$ cat src/rtl/alternating_color_shortest_path_defines.svh
// Assertion macros for the alternating color shortest path block.
// The asserting module provides clk_i and rst_ni.
`ifndef ALTERNATING_COLOR_SHORTEST_PATH_DEFINES_SVH
`define ALTERNATING_COLOR_SHORTEST_PATH_DEFINES_SVH

// Property must hold at every clock edge outside reset.
`define ACSP_ASSERT(lbl, prop, msg) \
  lbl: assert property (@(posedge clk_i) disable iff (!rst_ni) (prop)) else $error(msg);

// When pre holds, post must hold in the next cycle.
`define ACSP_ASSERT_NEXT(lbl, pre, post, msg) \
  lbl: assert property (@(posedge clk_i) disable iff (!rst_ni) (pre) |=> (post)) \
    else $error(msg);

`endif

$ cat src/rtl/acsp_ram.sv
module acsp_ram #(
  parameter int Width = 8,
  parameter int Depth = 16
) (
  input  logic                     clk_i,
  input  logic                     we_i,
  input  logic [$clog2(Depth)-1:0] waddr_i,
  input  logic [Width-1:0]         wdata_i,
  input  logic                     re_i,
  input  logic [$clog2(Depth)-1:0] raddr_i,
  output logic [Width-1:0]         rdata_o
);

  logic [Width-1:0] mem_q [Depth];
  logic [Width-1:0] rdata_q;

  always_ff @(posedge clk_i) begin
    if (we_i) begin
      mem_q[waddr_i] <= wdata_i;
    end
    if (re_i) begin
      rdata_q <= mem_q[raddr_i];
    end
  end

  assign rdata_o = rdata_q;

endmodule

$ cat config.mk
export PLATFORM = sky130hd
export DESIGN_NAME = acsp_ram
export DESIGN_NICKNAME = d
export VERILOG_FILES = /design/src/rtl/alternating_color_shortest_path_defines.svh /design/src/rtl/acsp_ram.sv
export SDC_FILE = /design/constraint.sdc
export NUM_CORES = 1
export LEC_CHECK = 0
export ABC_CLOCK_PERIOD_IN_PS = 1800
export BUFFER_PORTS_ARGS = -buffer_cell sky130_fd_sc_hd__buf_2
export CORE_ASPECT_RATIO = 2
export CORE_MARGIN = 2
export CORE_UTILIZATION = 30
export CTS_CLUSTER_DIAMETER = 80
export DETAILED_ROUTE_END_ITERATION = 7
export GPL_ROUTABILITY_DRIVEN = 0
export PLACE_DENSITY = 0.47
export SLEW_MARGIN = 30
export SYNTH_ARGS = -nofsm -noshare
export SYNTH_HDL_FRONTEND = slang
export SYNTH_SLANG_ARGS = --single-unit
$ cat constraint.sdc
create_clock -name clk_i -period 1.8 [get_ports clk_i]
set_input_delay 0.18 -clock clk_i [delete_from_list [all_inputs] [get_ports clk_i]]
set_output_delay 0.18 -clock clk_i [all_outputs]
set_load 0.005 [all_outputs]
# == After elaboration in Yosys (flattened, before gate mapping) ==
# Memory sizes are Yosys's and may differ from the RTL's. A register that Yosys moved wholly into a read port is not among the register bits.
# Index checks and enable logic that the tools add are counted.
# totals
regBits,0
output_inout_bits,8
inputBits,19
ram_bits,128
n_memories,1
word_cells,3
# memory_table
name,words,word_bits,rd,rd_clocked_by_memory_dff,wr,line_no,rtl
mem_q,16,8,1,1,1,acsp_ram.sv:14,logic [Width-1:0] mem_q [Depth];
# op_classes
mux,2
# op_table
operator,n
1-bit two-way mux,2

# == Depth between registers and ports, before layout ==
# depth
word_depth,2
mapped_depth,5
ltp_nobuf,3

# == Worst setup path before layout ==
# Ideal clock, no wire load.
# synth_path
path_type,input to register
from,input port waddr_i[2]
to,"memory mem_q[0][0], enable pin"
path_slack_ns,0.127
arrival_time_ns,1.290
setup_ns,0.383
t_required_ns,1.417
cell_stages,2
path_buffers,0
path_cell_list,or3b_2 > nor3_1
# synth_lines
element,line_no,rtl
from (decl),acsp_ram.sv:7,"input logic [$clog2(Depth)-1:0] waddr_i,"
to (decl),acsp_ram.sv:14,
# No word-level cell before the write port.

==> metrics <==
Seq pwr share=48.0%; Seq cells post-synth=136; wire length per cell=21.7 um; Max IR drop VDD=0.000482 V; reg2reg path depth=3; top post-synthesis cells by area=edfxtp_1 (78%), mux4_2 (7.8%), mux4_1 (7.0%); chip height=191 um; Clock Pin Slew Worst Setup and Hold Paths=0.06 ns; CTS tree=done; detailed placer's ending HPWL=7.50 mm; EDFF count, synth=136; CP max FO=1; Internal=6.01 mW; postcts setup bufs=0; initial core utilization=30.4%; Yosys Warn Count=0; Final Hold Vio Count=0; Cell Rows=68; Max-Cap Viols=0; Synth async-reset ratio=0%; final net count=308; Cells after Synth=229; count leader, synth=edfxtp_1; CTS H-tree depth=4; Max Transition Viols Final=0; antenna violations before repair=0; clock network power share=47.6%; clk root buf=clkbuf_16; fin cells=511; CTS buffer count=17; dpl cells=480; num ports=27; WP data required=1.95 ns; register area share after synthesis=78.1%; worst-margin pin slew=0.423 ns; Die W=97.3 um; clk_lat worst skew=0.41 ns; sequential standard cell area=4080 um^2; Synth Flop Type=edfxtp_1; vias after detailed routing=2,419; Logic pwr share=4.4%; Final TNS setup=0 ns; Synth top cells by count=edfxtp_1 (136), mux4_2 (18), a22oi_1 (16), mux4_1 (14), nor2_1 (13); CP arrival=1.67 ns; largest net degree at the start of global routing=33; Placed Area=5750 um^2; syn_area_per_cell=22.8 um^2; PwrDens=1180 nW/um^2; Psw=1.46 mW; largest area contributor in the netlist=edfxtp_1; DIE AREA=18,600 um^2; WHS Path Cells=1; Critical Path Source Type=flop; first-pass GRT wire length=16.8 mm; CTS sink cnt=136; Post-Route Skew=0.00530 ns; total track usage=12.9%; vias in the first global route=2,675; Tmin final=1.52 ns; Sw Share=19.5%; Leakage=2.13 nW; WHS=0.122 ns; DRC=0; HP Class=input pin to flop; Yosys cell types=18; Tot Pwr=7.47 mW; Layout area overhead=21.6%; # fillers=1,595; RSZ-0062 raised after global routing=no; routed wire length=11.1 mm; n_diodes=0; GRT Residual Overflow=0; share of the synthesized area in the top cell type=78.1%; CTS resizes=0; layout cells sized above 1=32.6%; Net Count, Synth=248; Post-Syn Area=5230 um^2; CTS Buffer Depth=2; CP Class=flop to flop; fin crit share=84.5%; highest clock rate=0.658 GHz; CP Capture Type=flop; Detail Route Antenna Nets=0; status=finished clean; final instance area=6360 um^2; DRC violation total after the first TritonRoute iteration=173; area of the multi-input gates=1060 um^2; Via density=4.73; Port Buffers=26; Final setup viols=0; hold-fix buffers at CTS=0; Max transition margin=71.8%; DR pass1 iterations=7; Core Region=17,200 um^2
-- final cells by class --
class / count / share of cell area [%]
clock buffer: 18 / 6.75
clock inverter: 13 / 2.83
multi-input combinational: 83 / 16.6
sequential: 136 / 64.3
tap: 210 / 4.13
timing repair buffer: 51 / 5.39
-- cell usage in the layout, fill, tap and decap left out --
master        n
a22oi_1      16
and2_1        1
and2b_1       1
buf_12        2
buf_2        26
buf_4        23
bufinv_16     4
clkbuf_1      1
clkbuf_16    17
clkinv_1      2
clkinv_2      1
clkinv_4      2
clkinvlp_4    4
edfxtp_1    136
mux4_1       14
mux4_2       18
nand2_1       9
nand2b_1      2
nand3_1       1
nand3b_1      2
nor2_1       13
nor2b_1       1
nor3_1        4
or3b_2        1
-- logic make-up (layout without fill, tap and decap cells) --
kind of cell | after synthesis | count (layout) | synth area share, %
flops | 136 | 136 | 78.1
simple gates | 35 | 35 | 3.14
mux | 32 | 32 | 14.8
compound gates | 16 | 16 | 2.30
buf+inv | 10 | 82 | 1.65
-- power groups by stage --
| stage | Sequential (mW) | Combinational (mW) | Clock [mW] |
|---|---|---|---|
| final | 3.59 | 0.330 | 3.56 |
| after global routing | 3.59 | 0.364 | 3.75 |
| after CTS | 3.59 | 0.341 | 3.63 |
| after detailed placement | 3.65 | 0.341 | 0 |
| after global placement | 3.65 | 0.336 | 0 |
| after floorplan | 3.65 | 0.180 | 0 |
-- worst max-delay path, stage by stage, from the launching register on --
cell	delay, ns
edfxtp_1	0.35
mux4_1	0.55
a22oi_1	0.25
nand2_1	0.11
-- metal layers --
metal	share of wire (%)	routed length [um]	up-vias	GRT usage (%)
met5	0	0	-	0
met4	3.1	345	0	6.84
met3	2.9	322	24	2.86
met2	57	6260	60	23.5
met1	37	4150	1238	13.7
li1	-	-	1097	-
-- worst paths after layout --
check	from	endpoint	slack, ns
setup / recovery	mem_q[1][2]$_DFFE_PP_	rdata_o[2]$_DFFE_PP_	0.28
setup reg to reg	mem_q[1][2]$_DFFE_PP_	rdata_o[2]$_DFFE_PP_	0.28
hold / removal	re_i	rdata_o[4]$_DFFE_PP_	0.12
hold reg to reg	mem_q[15][1]$_DFFE_PP_	rdata_o[1]$_DFFE_PP_	0.75
-- registers in the layout, indices dropped and copies added (netlist names) --
register  flops
mem_q       128
rdata_o       8
-- per-stage QoR --
step                util, %  setup slack (ns)
floorplan                 -             0.127
global placement       33.4            0.0516
detailed placement     33.4            0.0498
CTS                    37.0             0.274
global route           37.0             0.203
finish                 37.0             0.279
(Power assumes the default switching activity.)
